==> src/design/word_diff_tokenizer_assert.svh <==
// assertion macros for the word diff tokenizer
`ifndef WORD_DIFF_TOKENIZER_ASSERT_SVH
`define WORD_DIFF_TOKENIZER_ASSERT_SVH

`ifndef ASSERT_OFF

// antecedent implies consequent in the same cycle
`define WDT_ASSERT_IMP(lbl, clk, rst, ante, cons) \
   lbl: assert property (@(posedge clk) disable iff (rst) (ante) |-> (cons)) \
      else $error("word_diff_tokenizer check failed");

// antecedent implies consequent in the next cycle
`define WDT_ASSERT_NXT(lbl, clk, rst, ante, cons) \
   lbl: assert property (@(posedge clk) disable iff (rst) (ante) |=> (cons)) \
      else $error("word_diff_tokenizer check failed");

`else

`define WDT_ASSERT_IMP(lbl, clk, rst, ante, cons)
`define WDT_ASSERT_NXT(lbl, clk, rst, ante, cons)

`endif

`endif

==> src/design/wdt_pkg.sv <==
// types, constants and byte classes for the word diff tokenizer
`timescale 1ns / 1ps

package wdt_pkg;

   localparam int unsigned MAX_LINE = 10000;

   localparam logic [7:0] CHAR_SPACE   = 8'h20;
   localparam logic [7:0] CHAR_TAB     = 8'h09;
   localparam logic [7:0] CHAR_NEWLINE = 8'h0a;
   localparam logic [7:0] CHAR_UNDER   = 8'h5f;
   localparam logic [7:0] CHAR_HIGH    = 8'h80;

   typedef enum logic [5:0] {
      MODE_IDLE   = 6'b000001,
      MODE_START  = 6'b000010,
      MODE_WS     = 6'b000100,
      MODE_TEXT   = 6'b001000,
      MODE_SINGLE = 6'b010000,
      MODE_LONG   = 6'b100000
   } mode_type;

   typedef enum logic [1:0] {
      KIND_BLANK  = 2'd0,
      KIND_TEXT   = 2'd1,
      KIND_SINGLE = 2'd2,
      KIND_LONG   = 2'd3
   } kind_type;

   function automatic logic is_blank(input logic [7:0] c);
      return (c == CHAR_SPACE) || (c == CHAR_TAB);
   endfunction

   function automatic logic is_word(input logic [7:0] c);
      return (c inside {[8'h30:8'h39], [8'h41:8'h5a], [8'h61:8'h7a], CHAR_UNDER})
             || (c >= CHAR_HIGH);
   endfunction

endpackage

==> src/design/word_diff_tokenizer.sv <==
// word diff tokenizer: marks token starts, suffix bytes and token kinds in a text line
`timescale 1ns / 1ps

// Takes one byte of a text line per word and returns the same byte tagged with
// whether it opens a token, whether it is the token's one-character suffix and
// the token kind (whitespace run, text run, single byte, or whole long line).
// A line whose length, sampled with its first byte, exceeds MAX_LINE is one
// token. One word is accepted every cycle while the result side does not stall;
// each result passes through the input register, then the result register, and
// the only state carried between words is the one-hot scan mode and a newline
// flag, updated as a word moves from the input register to the result register.

module word_diff_tokenizer
   import wdt_pkg::*;
(
   input  logic        clock,
   input  logic        reset,

   input  logic        req_tvalid,
   output logic        req_tready,
   input  logic [23:0] req_tdata,   // char_in [7:0], line_length [23:8]
   input  logic        req_tlast,   // line_last

   output logic        rsp_tvalid,
   input  logic        rsp_tready,
   output logic [7:0]  rsp_tdata,   // char_out [7:0]
   output logic [3:0]  rsp_tuser,   // token_start [0], in_suffix [1], token_kind [3:2]
   output logic        rsp_tlast    // line_end
);

   logic        s1_valid_ff, s1_valid_in;
   logic [7:0]  s1_char_ff;
   logic [15:0] s1_len_ff;
   logic        s1_last_ff;

   logic        s2_valid_ff, s2_valid_in;
   logic [7:0]  s2_char_ff;
   logic        s2_start_ff, s2_start_in;
   logic        s2_suffix_ff, s2_suffix_in;
   kind_type    s2_kind_ff, s2_kind_in;
   logic        s2_last_ff;

   mode_type    mode_ff, mode_in;
   logic        newline_ff, newline_in;

   logic        s1_adv;
   logic        s2_free;
   logic        blank;
   logic        word;
   logic        is_long;
   kind_type    open_kind;
   mode_type    open_mode;
   logic        open_single;

   assign s2_free    = !s2_valid_ff || rsp_tready;
   assign s1_adv     = s1_valid_ff && s2_free;
   assign req_tready = !s1_valid_ff || s2_free;

   assign s1_valid_in = (req_tvalid && req_tready) || (s1_valid_ff && !s2_free);
   assign s2_valid_in = s1_adv || (s2_valid_ff && !rsp_tready);

   assign blank   = is_blank(s1_char_ff);
   assign word    = is_word(s1_char_ff);
   assign is_long = s1_len_ff > 16'(MAX_LINE);

   // what a byte opens when it begins a new token
   always_comb begin
      open_single = 1'b0;
      if (blank) begin
         open_kind = KIND_BLANK;
         open_mode = MODE_WS;
      end else if (word) begin
         open_kind = KIND_TEXT;
         open_mode = MODE_TEXT;
      end else begin
         open_kind   = KIND_SINGLE;
         open_mode   = MODE_SINGLE;
         open_single = 1'b1;
      end
   end

   always_comb begin
      s2_start_in  = 1'b0;
      s2_suffix_in = 1'b0;
      s2_kind_in   = open_kind;
      mode_in      = open_mode;
      newline_in   = open_single ? (s1_char_ff == CHAR_NEWLINE) : newline_ff;
      case (mode_ff)
         MODE_IDLE: begin
            s2_start_in = 1'b1;
            if (is_long) begin
               s2_kind_in = KIND_LONG;
               mode_in    = MODE_LONG;
               newline_in = newline_ff;
            end
         end
         MODE_LONG: begin
            s2_kind_in = KIND_LONG;
            mode_in    = MODE_LONG;
            newline_in = newline_ff;
         end
         MODE_WS: begin
            if (blank) begin
               mode_in = MODE_WS;
            end else begin
               s2_start_in = 1'b1;
            end
         end
         MODE_TEXT: begin
            if (word) begin
               mode_in = MODE_TEXT;
            end else if (blank) begin
               s2_suffix_in = 1'b1;
               s2_kind_in   = KIND_TEXT;
               mode_in      = MODE_START;
               newline_in   = newline_ff;
            end else begin
               s2_start_in = 1'b1;
            end
         end
         MODE_SINGLE: begin
            if (blank && !newline_ff) begin
               s2_suffix_in = 1'b1;
               s2_kind_in   = KIND_SINGLE;
               mode_in      = MODE_START;
               newline_in   = newline_ff;
            end else begin
               s2_start_in = 1'b1;
            end
         end
         default: begin
            s2_start_in = 1'b1;
         end
      endcase
      // line end returns to line start
      if (s1_last_ff) begin
         mode_in    = MODE_IDLE;
         newline_in = 1'b0;
      end
   end

   always_ff @(posedge clock) begin
      if (reset) begin
         s1_valid_ff <= 1'b0;
         s2_valid_ff <= 1'b0;
         mode_ff     <= MODE_IDLE;
         newline_ff  <= 1'b0;
      end else begin
         s1_valid_ff <= s1_valid_in;
         s2_valid_ff <= s2_valid_in;
         if (s1_adv) begin
            mode_ff    <= mode_in;
            newline_ff <= newline_in;
         end
      end
   end

   always_ff @(posedge clock) begin
      if (req_tvalid && req_tready) begin
         s1_char_ff <= req_tdata[7:0];
         s1_len_ff  <= req_tdata[23:8];
         s1_last_ff <= req_tlast;
      end
      if (s1_adv) begin
         s2_char_ff   <= s1_char_ff;
         s2_start_ff  <= s2_start_in;
         s2_suffix_ff <= s2_suffix_in;
         s2_kind_ff   <= s2_kind_in;
         s2_last_ff   <= s1_last_ff;
      end
   end

   assign rsp_tvalid = s2_valid_ff;
   assign rsp_tdata  = s2_char_ff;
   assign rsp_tuser  = {s2_kind_ff, s2_suffix_ff, s2_start_ff};
   assign rsp_tlast  = s2_last_ff;

`include "word_diff_tokenizer_assert.svh"

   `WDT_ASSERT_IMP(a_suffix_not_start, clock, reset, s2_valid_ff && s2_suffix_ff, !s2_start_ff)
   `WDT_ASSERT_IMP(a_long_no_sfx, clock, reset, s2_valid_ff && s2_kind_ff == KIND_LONG, !s2_suffix_ff)
   `WDT_ASSERT_IMP(a_blank_no_sfx, clock, reset, s2_valid_ff && s2_kind_ff == KIND_BLANK, !s2_suffix_ff)
   `WDT_ASSERT_NXT(a_line_end_idle, clock, reset, s1_adv && s1_last_ff, mode_ff == MODE_IDLE && !newline_ff)

endmodule

==> config.mk <==
export PLATFORM = sky130hd
export DESIGN_NAME = word_diff_tokenizer
export DESIGN_NICKNAME = d
export VERILOG_FILES = /design/src/design/wdt_pkg.sv /design/src/design/word_diff_tokenizer.sv
export VERILOG_INCLUDE_DIRS = /design/src /design/src/design
export SDC_FILE = /design/constraint.sdc
export NUM_CORES = 1
export LEC_CHECK = 0
export BUFFER_PORTS_ARGS = -buffer_cell sky130_fd_sc_hd__buf_2
export CAP_MARGIN = 40
export CORE_ASPECT_RATIO = 1.25
export CORE_UTILIZATION = 37
export DETAILED_ROUTE_END_ITERATION = 7
export SYNTH_ARGS = -nofsm -noshare
export SYNTH_HDL_FRONTEND = slang
export SYNTH_SLANG_ARGS = --single-unit
==> constraint.sdc <==
create_clock -name clock -period 3.82 [get_ports clock]
set_clock_uncertainty 0.2 [all_clocks]
set_input_delay 0 -clock clock [delete_from_list [all_inputs] [get_ports clock]]
set_output_delay 0 -clock clock [all_outputs]
set_load 0.01 [all_outputs]
After elaboration in Yosys (flattened, before gate mapping)
Cells that the tools add are included.
{ "totals": {"wordCells": 87, "ff_bits": 47, "output_inout_bits": 15} }
{ "classes": {"n_eq_ne": 13, "reduce_logical": 21, "mux": 33, "n_lt_le_gt_ge": 8} }
{ "op_table": {"columns": ["cell", "n"], "rows": [
  ["6-bit 2-to-1 mux", 6],
  ["6-bit one-hot mux with 5 select lines", 1],
  ["8-bit by 4-bit equality test with 1-bit output (second input constant)", 2],
  ["8-bit by 7-bit greater-or-equal comparator with 1-bit output (second input constant)", 2],
  ["16-bit by 14-bit > comparator with 1-bit output (second input constant)", 1],
  ["8-bit by 7-bit less-or-equal comparator with 1-bit output (second input constant)", 2],
  ["1-bit 2-to-1 mux", 14],
  ["2-bit 2-to-1 mux", 6],
  ["5-bit 2-to-1 mux", 2],
  ["8-bit by 6-bit equality test with 1-bit output (second input constant)", 1],
  ["8-bit by 7-bit equality test with 1-bit output (second input constant)", 1],
  ["8-bit by 6-bit greater-or-equal comparator with 1-bit output (second input constant)", 1],
  ["8-bit greater-or-equal comparator (second input constant)", 1],
  ["8-bit by 6-bit less-or-equal comparator with 1-bit output (second input constant)", 1],
  ["1-bit logical AND", 8],
  ["1-bit one-hot mux with 4 select lines", 2],
  ["2-bit one-hot mux with 4 select lines", 1],
  ["6-bit by 1-bit equality test with 1-bit output (second input constant)", 1],
  ["6-bit by 3-bit equality test with 1-bit output (second input constant)", 1],
  ["6-bit by 4-bit equality test with 1-bit output (second input constant)", 1],
  ["6-bit by 5-bit equality test with 1-bit output (second input constant)", 1],
  ["6-bit equality test (second input constant)", 1],
  ["1-bit logical OR", 6],
  ["3-bit inequality test (second input constant)", 2],
  ["6 further kinds", 10]
]} }

Longest topological paths before layout
Gate-level depths: netlist of the first run.
{ "logic_depth": {"word_depth": 11, "mapped_depth": 10} }

Least setup slack after synthesis of the first run
Ideal clock, no wire load.
{ "synth_path": {"kind": "register to register", "from": "register s1_char_ff[0]", "to": "register newline_ff", "path_buffers": 0, "period_less_slack_ns": 2.319, "setup_ns": 0.124, "setup_slack_ns": 1.501, "t_arrival_ns": 1.995, "path_stages_with_launch": 10, "cell_sequence": "edfxtp_1 > nor4_1 > nor3_1 > nor4_1 > o21a_1 > ha_1 > o21ai_0 > a21oi_1 > o31ai_2 > mux2i_1"} }
{ "synth_between": {"elab_chain_len": 11} }
{ "synth_lines": {"columns": ["element", "line", "text"], "rows": [
  ["start, declared", "word_diff_tokenizer.sv:32", "logic [7:0] s1_char_ff;"],
  ["start signal, assigned", "word_diff_tokenizer.sv:160", "s1_char_ff <= req_tdata[7:0];"],
  ["8-bit by 6-bit greater-or-equal comparator with 1-bit output, or another cell as far along", "wdt_pkg.sv:35", "return (c inside {[8'h30:8'h39], [8'h41:8'h5a], [8'h61:8'h7a], CHAR_UNDER})"],
  ["1-bit logical AND", "wdt_pkg.sv:35", null],
  ["4-bit nonzero test", "wdt_pkg.sv:35", null],
  ["1-bit logical OR", "wdt_pkg.sv:36", "|| (c >= CHAR_HIGH);"],
  ["1-bit 2-to-1 mux", "word_diff_tokenizer.sv:72", "end else if (word) begin"],
  ["1-bit 2-to-1 mux", "word_diff_tokenizer.sv:69", "if (blank) begin"],
  ["1-bit 2-to-1 mux", "word_diff_tokenizer.sv:87", "newline_in = open_single ? (s1_char_ff == CHAR_NEWLINE) : newline_ff;"],
  ["1-bit 2-to-1 mux", "word_diff_tokenizer.sv:112", "end else if (blank) begin"],
  ["1-bit 2-to-1 mux", "word_diff_tokenizer.sv:110", "if (word) begin"],
  ["1-bit one-hot mux with 4 select lines", "word_diff_tokenizer.sv:88", "case (mode_ff)"],
  ["1-bit 2-to-1 mux", "word_diff_tokenizer.sv:136", "if (s1_last_ff) begin"],
  ["end signal, assigned", "word_diff_tokenizer.sv:153", "newline_ff <= newline_in;"],
  ["end, declared", "word_diff_tokenizer.sv:44", "logic newline_ff, newline_in;"]
]} }
Parallel ways exist; a longest one is shown, timed or not. The select of a mux whose other input is x is not followed.
A chain may end at the register's enable or synchronous reset.

Final worst setup path of the first run
Ends and elaborated chain as after synthesis.

==> qor.yml, run 1 <==
clocking:
  cts_root_buf: "clkbuf_8"
  tritoncts: "done"
  clock_latency_ns: 0.30
  htreeDepth: 2
  clock_path_buffers: 2
  cts_resized: 0
  numCtsBuffers: 5
  clk_pin_slew_worst_paths_ns: 0.09
  clock-sinks: 47
yosys:
  syn_area_um2: 2120
  synthArstFlopShare_pct: 0
  synthTopCellsByArea: "edfxtp_1 54%, dfxtp_1 8.5%, a21oi_1 2.6%, nor2_1 2.3%, ha_1 1.8%"
  yosys_warnings: 0
  syn_inst: 171
  syn_nets: 203
  ys_types: 53
  synth_edf_count: 38
  ys.flop_type: "edfxtp_1"
  syn_avg_cell_area_um2: 12.4
  synth-seq-cells: 47
  yosysTopAreaCell: "edfxtp_1"
  synth_top_area_share_pct: 53.9
  ys_seq_area_share_pct: 62.4
timing:
  drv_slew: 0
  hold_viol: 0
  relSlewSlack_pct: 68.4
  rsz0062_at_grt: "no"
  setup_viol: 0
  fmax_ghz: 0.380
  whs_ns: 0.202
  fin_tns_setup_ns: 0
  tightest_slew_ns: 0.473
  timing.final.crit_period_ns: 2.63
  finalCritPeriodShare_pct: 68.8
route:
  avgRoutedWirePerCell_um: 14.5
  drt_iter0_drc: 131
  vias_per_cell: 5.22
  drtAntennaViolNets: 0
  routed-via-count: 1614
  drc: 0
  drt_wl_total_mm: 4.47
  first_pass_iters: 4
floorplanning:
  die_x_um: 69.6
  dieArea_um2: 6030
  start_util_pct: 38.6
  core_area_um2: 5480
  rows: 30
  dieHeight_um: 86.5
  io_pins: 44
setup_path:
  rr_worst_depth: 9
  crit_type: "reg2reg"
  crit_top_cell: "nor4_1"
  timing.rr.start: "s1_char_ff[0]"
  rr_endpoint: "newline_ff"
  required_ns: 3.82
  cpPeakStageDelay_ns: 0.50
  critPathArrivalTime_ns: 2.63
  cp_max_fo: 8
  cp-startpoint: "s1_char_ff[0]"
  start_kind: "flip-flop"
  critPathCaptureType: "flip-flop"
  crit_chain: "nor4_1, nor3_1, nor4_1, o21a_1, ha_1, o21ai_0, a21oi_1, o31ai_2, mux2i_1"
  critPathSlowestCell: "edfxtp_1"
  r2r_slack_ns: 1.19
power_and_ir_drop:
  leakage_uw: 0.00105
  p_per_area_nw_per_um2: 365
  ir_drop_uv: 232
min_path:
  min_delay_path_depth: 2
  hold_path_class: "in2reg"
  hold_end: "s1_len_ff[1]"
  holdCritStartpoint: "req_tdata[9]"
job:
  drv_cap: 0
layout:
  fin_nets: 276
  final_layout_size_suffix_gt1_share_pct: 25.3
  layout_common_cells: "43 x buf_2, 38 x edfxtp_1, 31 x dlygate4sd3_1"
  final_common_cell: "buf_2"
  antenna_cells: 0
  syn2layout_area_growth_pct: 30.5
placed_design:
  hpwl_mm: 2.83
  portBuffers: 43
  place_congestion: 0.853
global_route:
  antenna_found_initial: 0
  grt_first_pass_wirelength_mm: 7.15
  grt.total_usage_pct: 15.5
  grt_max_degree: 21
  grt_pass1_vias: 1552
  grt_overflow: 0
status:
  status: "finished, final reports clean"
## cell usage after synthesis, types with 3 or more instances
master	n
edfxtp_1	38
nor2_1	13
a21oi_1	11
nand2_1	10
dfxtp_1	9
inv_1	6
nand3_1	6
nor4_1	6
o21ai_0	6
nor3_1	5
clkbuf_1	3
ha_1	3
nand2b_1	3
nor3b_1	3
o21ai_1	3
## report_power, final
part | switching, µW | internal (µW) | total (µW)
Sequential | 17.4 | 580 | 598
Combinational | 50.5 | 58.1 | 109
Clock | 173 | 129 | 302
Total | 241 | 767 | 1010
## state kept, by name, summed over array words and instances, names as in the netlist
name and count:
s1_len_ff 16, rsp_tdata 8, s1_char_ff 8, mode_ff 6, s2_kind_ff 2, newline_ff 1, rsp_tlast 1, rsp_tvalid 1
s1_last_ff 1, s1_valid_ff 1, s2_start_ff 1, s2_suffix_ff 1
## stage by stage
| step | total power [µW] | instance area, µm² | cells | utilization (%) | setup slack [ns] |
|---|---|---|---|---|---|
| floorplan | 658 | 2120 | 171 | - | 1.50 |
| global placement | 690 | 2350 | 269 | 42.9 | 1.31 |
| detailed placement | 692 | 2360 | 270 | 43.1 | 1.25 |
| CTS | 1010 | 2760 | 309 | 50.4 | 1.25 |
| global route | 1050 | 2760 | 309 | 50.4 | 1.08 |
| finish | 1010 | 2760 | 309 | 50.4 | 1.19 |
## routing by layer
| metal | global-route usage [%] | share of wire [%] | wire (µm) |
|---|---|---|---|
| met4 | 7.45 | 2.0 | 88 |
| met2 | 28.5 | 54 | 2430 |
| met1 | 17.0 | 39 | 1720 |
| met5 | 0 | 0 | 0 |
| met3 | 3.14 | 5.2 | 234 |
## final cells by class
type / instances / area [µm²]
flip-flops and latches: 47 / 1320
inverters: 7 / 26.3
clock buffers: 5 / 68.8
clock inverters: 3 / 18.8
repair buffers: 75 / 541
fillers: 485 / 2720
well taps: 64 / 80.1
multi-input cells: 108 / 706
## cells by family (layout without fill, tap and decap cells)
logic type / count (synthesis) / after routing / synth area share, %
AOI/OAI and AO/OA: 36 / 36 / 11.8
xor gates and xnor gates: 2 / 2 / 0.828
adders and majority gates: 3 / 3 / 1.77
buffers and inverters: 16 / 90 / 4.20
DFF: 47 / 47 / 62.4
muxes: 1 / 1 / 0.473
and+or+nand+nor: 66 / 66 / 18.5
## critical path: cells and delay by family, from the launching register on
kind / cells / cell delay [ns]
AND/OR/NAND/NOR: 3 / 0.80
AO/OA/AOI/OAI: 4 / 0.66
flip-flops: 1 / 0.50
adder cells (fa/ha/maj): 1 / 0.24
multiplexers: 1 / 0.13
## worst max path at each step
stage / to / slack, ns / cells past startpoint
6_report: newline_ff / 1.19 / 9
5_1_grt: newline_ff / 1.08 / 9
4_1_cts: newline_ff / 1.25 / 9
3_5_place_dp: newline_ff / 1.25 / 9
3_3_place_gp: newline_ff / 1.31 / 9
2_1_floorplan: newline_ff / 1.50 / 9
## repair_timing
action | in CTS | in global routing
endpoints found under the hold margin | 34 | 0
hold buffers | 31 | 0
buffers inserted | 0 | 0
Note: power is estimated with default switching activity, not from simulation.
==> run 2: changes to the inputs <==
==> constraint.sdc (replaced) <==
create_clock -name clock -period 2.4 [get_ports clock]
set_clock_uncertainty 0.2 [all_clocks]
set_input_delay 0 -clock clock [delete_from_list [all_inputs] [get_ports clock]]
set_output_delay 0 -clock clock [all_outputs]
set_load 0.01 [all_outputs]
==> qor.yml, run 2 (synthesis results as in run 1) <==
layout:
  largest_reg_flops: 16  # unchanged
  fin_nets: 286  # was 276
  multi_input_area_um2: 726  # was 706 µm²
  layout_common_cells: "43 x buf_2, 38 x edfxtp_1, 31 x dlygate4sd3_1"  # unchanged
  area.sequential_um2: 1320  # unchanged
  final_common_cell: "buf_2"  # unchanged
  antenna_cells: 0  # unchanged
  final_layout_size_suffix_gt1_share_pct: 29.0  # was 25.3%
  fillers: 475  # was 485
  top_register: "s1_len_ff"  # unchanged
  syn2layout_area_growth_pct: 36.0  # was 30.5%
timing:
  setup_viol: 0  # unchanged
  fmax_ghz: 0.443  # was 0.380 GHz
  relSlewSlack_pct: 65.8  # was 68.4%
  timing.final.crit_period_ns: 2.26  # was 2.63 ns
  drv_slew: 0  # unchanged
  finalCritPeriodShare_pct: 94.1  # was 68.8%
  tightest_slew_ns: 0.512  # was 0.473 ns
  whs_ns: 0.211  # was 0.202 ns
  hold_viol: 0  # unchanged
power_and_ir_drop:
  power_switching_share_pct: 21.6  # was 23.9%
  leakage_uw: 0.00110  # was 0.00105 µW
  power_uw: 1700  # was 1010 µW
  ir_drop_uv: 410  # was 232 µV
  p_per_area_nw_per_um2: 591  # was 365 nW/µm²
  combinationalPowerShare_pct: 11.5  # was 10.8%
  intPower_uw: 1330  # was 768 µW
  pwr-share-clk_pct: 32.8  # was 29.9%
  pwr-share-seq_pct: 55.7  # was 59.3%
  switchingPower_uw: 368  # was 241 µW
floorplanning:
  io_pins: 44  # unchanged
  core_area_um2: 5480  # unchanged
  dieHeight_um: 86.5  # unchanged
  start_util_pct: 38.6  # unchanged
  rows: 30  # unchanged
  die_x_um: 69.6  # unchanged
  dieArea_um2: 6030  # unchanged
global_route:
  antenna_found_initial: 0  # unchanged
  grt_pass1_vias: 1642  # was 1,552
  grt_max_degree: 22  # was 21
  grt_first_pass_wirelength_mm: 7.42  # was 7.15 mm
  grt.total_usage_pct: 15.9  # was 15.5%
  grt_overflow: 0  # unchanged
setup_path:
  critPathArrivalTime_ns: 2.11  # was 2.63 ns
  timing.rr.start: "s1_char_ff[2]"  # was s1_char_ff[0]
  crit_type: "reg2reg"  # unchanged
  required_ns: 2.25  # was 3.82 ns
  rr_worst_depth: 6  # was 9
  start_kind: "flip-flop"  # unchanged
  cp_max_fo: 8  # unchanged
  r2r_slack_ns: 0.14  # was 1.19 ns
  rr_endpoint: "s2_start_ff"  # was newline_ff
  critPathCaptureType: "flip-flop"  # unchanged
route:
  first_pass_iters: 4  # unchanged
  drtAntennaViolNets: 0  # unchanged
  drc: 0  # unchanged
  vias_per_cell: 5.16  # was 5.22
  avgRoutedWirePerCell_um: 14.5  # about the same
  drt_iter0_drc: 47  # was 131
  drt_wl_total_mm: 4.64  # was 4.47 mm
  routed-via-count: 1647  # was 1,614
min_path:
  hold_path_class: "in2reg"  # unchanged
  min_delay_path_depth: 2  # unchanged
  holdCritStartpoint: "req_tdata[19]"  # was req_tdata[9]
  hold_end: "s1_len_ff[11]"  # was s1_len_ff[1]
clocking:
  clock_path_buffers: 2  # unchanged
  clock-sinks: 47  # unchanged
  clock_latency_ns: 0.30  # about the same
  clk_pin_slew_worst_paths_ns: 0.08  # was 0.09 ns
  tritoncts: "done"  # unchanged
  cts_root_buf: "clkbuf_8"  # unchanged
  numCtsBuffers: 5  # unchanged
  htreeDepth: 2  # unchanged
placed_design:
  hpwl_mm: 2.81  # was 2.83 mm
  portBuffers: 43  # unchanged
  place_congestion: 0.909  # was 0.853
job:
  drv_cap: 0  # unchanged
status:
  status: "finished, final reports clean"  # unchanged
-- run 2: timing repair --
item,in CTS,in global routing
setup buffers,0,0
endpoints found under the hold margin,37,0
hold buffers,31,0
resized for setup,0,4
endpoints found under the setup margin,0,4
-- run 2: critical path, cell delays in order (launching register included) --
cell      delay, ns
edfxtp_1       0.44
buf_4          0.18
nor4_2         0.28
o211ai_2       0.24
ha_2           0.24
buf_4          0.13
a221o_1        0.30
-- run 2: worst max-delay path by stage --
stage | endpoint | startpoint
after floorplan | newline_ff | s1_char_ff[0]
after global placement | newline_ff | s1_char_ff[1]
after global routing | newline_ff | s1_char_ff[3]
after CTS | newline_ff | s1_char_ff[1]
final | s2_start_ff | s1_char_ff[2]
after detailed placement | newline_ff | s1_char_ff[1]
-- run 2: power by group through the flow --
stage / Sequential, µW / Combinational, µW / Clock, µW
after CTS: 945 / 191 / 568
after detailed placement: 963 / 152 / 0
after floorplan: 965 / 82.6 / 0
after global placement: 963 / 148 / 0
after global routing: 952 / 212 / 597
final: 948 / 195 / 558
-- run 2: through the flow --
step	std cells	util (%)	setup TNS [ns]	instance area (µm²)	worst slack [ns]
CTS	319	52.1	0	2860	0.0673
finish	319	52.5	0	2880	0.141
global route	319	52.5	-0.0175	2880	-0.0175
floorplan	171	-	0	2120	0.0812
detailed placement	280	44.5	0	2440	0.0769
global placement	279	44.2	0	2420	0.146
-- run 2: per-layer routing --
| metal | global-route usage, % | share of wire [%] | up-vias |
|---|---|---|---|
| li1 | - | - | 811 |
| met1 | 16.0 | 39 | 759 |
| met2 | 30.6 | 54 | 64 |
| met3 | 3.49 | 4.9 | 13 |
| met4 | 8.18 | 2.8 | 0 |
| met5 | 0 | 0 | - |
-- run 2: final cells by class --
class	instances	area share, %
clock buffer	5	2.39
clock inverter	3	1.35
inverter	7	0.913
multi-input combinational	108	25.2
sequential	47	45.9
tap	64	2.78
timing repair buffer	85	21.4
==> run 3: changes to the inputs <==
--- a/config.mk
+++ b/config.mk
@@ -11,6 +11,8 @@
 export CORE_ASPECT_RATIO = 1.25
 export CORE_UTILIZATION = 37
 export DETAILED_ROUTE_END_ITERATION = 7
+export GPL_TIMING_DRIVEN = 0
+export PLACE_DENSITY = 0.69
 export SYNTH_ARGS = -nofsm -noshare
 export SYNTH_HDL_FRONTEND = slang
 export SYNTH_SLANG_ARGS = --single-unit
==> qor.yml, run 3 (synthesis results as in run 1) <==
status:
  status: "finished, final reports clean"  # unchanged
global_route:
  grt_pass1_vias: 1480  # was 1,642
  grt_max_degree: 23  # was 22
  antenna_found_initial: 0  # unchanged
  grt_first_pass_wirelength_mm: 6.58  # was 7.42 mm
  grt.total_usage_pct: 14.2  # was 15.9%
  grt_overflow: 0  # unchanged
layout:
  multi_input_area_um2: 762  # was 726 µm²
  syn2layout_area_growth_pct: 39.1  # was 36.0%
  fillers: 478  # was 475
  largest_reg_flops: 16  # unchanged
  top_register: "s1_len_ff"  # unchanged
  finalNonFillerCells: 323  # was 319
  layout_common_cells: "43 x buf_2, 38 x edfxtp_1, 31 x dlygate4sd3_1"  # unchanged
  fin_nets: 290  # was 286
  area.sequential_um2: 1320  # unchanged
  final_common_cell: "buf_2"  # unchanged
  final_layout_size_suffix_gt1_share_pct: 31.3  # was 29.0%
  antenna_cells: 0  # unchanged
setup_path:
  cp_max_fo: 4  # was 8
  start_kind: "flip-flop"  # unchanged
  critPathCaptureType: "flip-flop"  # unchanged
  required_ns: 2.37  # was 2.25 ns
  critPathArrivalTime_ns: 2.31  # was 2.11 ns
  crit_type: "reg2reg"  # unchanged
placed_design:
  portBuffers: 42  # was 43
  place_congestion: 0.851  # was 0.909
  hpwl_mm: 2.58  # was 2.81 mm
  dp.cells: 278  # was 280
job:
  drv_cap: 0  # unchanged
floorplanning:
  dieHeight_um: 86.5  # unchanged
  die_x_um: 69.6  # unchanged
  rows: 30  # unchanged
  io_pins: 44  # unchanged
  start_util_pct: 38.6  # unchanged
  core_area_um2: 5480  # unchanged
  dieArea_um2: 6030  # unchanged
timing:
  fin_tns_setup_ns: 0  # unchanged
  finalCritPeriodShare_pct: 97.3  # was 94.1%
  timing.final.crit_period_ns: 2.34  # was 2.26 ns
  relSlewSlack_pct: 67.0  # was 65.8%
  setup_viol: 0  # unchanged
  fmax_ghz: 0.428  # was 0.443 GHz
  rsz0062_at_grt: "yes"
  tightest_slew_ns: 0.494  # was 0.512 ns
  drv_slew: 0  # unchanged
  hold_viol: 0  # unchanged
clocking:
  tritoncts: "done"  # unchanged
  clock_path_buffers: 2  # unchanged
  htreeDepth: 2  # unchanged
  numCtsBuffers: 5  # unchanged
  clock-sinks: 47  # unchanged
  clk_pin_slew_worst_paths_ns: 0.08  # about the same
  cts_root_buf: "clkbuf_8"  # unchanged
  clock_latency_ns: 0.29  # was 0.30 ns
power_and_ir_drop:
  power_uw: 1700  # about the same
  ir_drop_uv: 401  # was 410 µV
  p_per_area_nw_per_um2: 577  # was 591 nW/µm²
  leakage_uw: 0.00112  # was 0.00110 µW
route:
  vias_per_cell: 5.03  # was 5.16
  first_pass_iters: 4  # unchanged
  drc: 0  # unchanged
  drtAntennaViolNets: 0  # unchanged
  routed-via-count: 1626  # was 1,647
  drt_wl_total_mm: 4.30  # was 4.64 mm
  avgRoutedWirePerCell_um: 13.3  # was 14.5 µm
  drt_iter0_drc: 36  # was 47
min_path:
  hold_path_class: "in2reg"  # unchanged
## run 3: where the power goes
group / switching [µW] / internal (µW) / leakage, µW / total (µW)
Combinational: 92.1 / 107 / 0.000632 / 199
Clock: 242 / 311 / 0.0000524 / 553
Sequential: 23.3 / 924 / 0.000435 / 947
## run 3: area by class of cell
type	count	share of cell area (%)
sequential	47	44.9
multi-input combinational	108	25.9
timing repair buffer	81	20.0
tap	64	2.72
clock buffer	7	2.59
buffer	8	2.00
clock inverter	1	1.02
inverter	7	0.893
## run 3: per-layer routing
metal	share of wire (%)	routed length (µm)	global-route usage [%]
met4	3.0	128	8.00
met1	40	1710	15.3
met5	0	0	0
met2	51	2210	25.4
met3	6.1	261	3.49
## run 3: worst paths after layout
kind,startpoint,endpoint,slack [ns],depth (start not counted)
hold / removal,req_tdata[0],s1_char_ff[0],0.21,2
setup / recovery,s1_char_ff[3],mode_ff[3],0.06,8
hold reg to reg,s1_char_ff[5],rsp_tdata[5],0.25,0
setup reg to reg,s1_char_ff[3],mode_ff[3],0.06,8
## run 3: worst max-delay path: stages (launching register included)
cell and delay, ns:
edfxtp_1 0.50, nor4_4 0.38, nor3_2 0.06, nor4_1 0.23
o21a_2 0.23, inv_1 0.05, ha_2 0.20, a32oi_2 0.22
o221ai_2 0.13
## run 3: stage by stage
stage	worst slack, ns	hold WS [ns]	instance area [µm²]	utilization [%]
floorplan	0.0812	-0.101	2120	-
detailed placement	-0.206	-0.0219	2420	44.2
global route	-0.0906	0.207	2940	53.7
global placement	-0.174	-0.0239	2410	43.9
CTS	0.0129	0.204	2870	52.3
finish	0.0644	0.213	2940	53.7
## run 3: what timing repair did
item,4_1_cts,5_1_grt
hold buffers,31,0
endpoints found under the setup margin,3,3
hold endpoints to repair,34,0
pin swaps,0,6
setup buffers,3,4
gates resized for setup,2,10
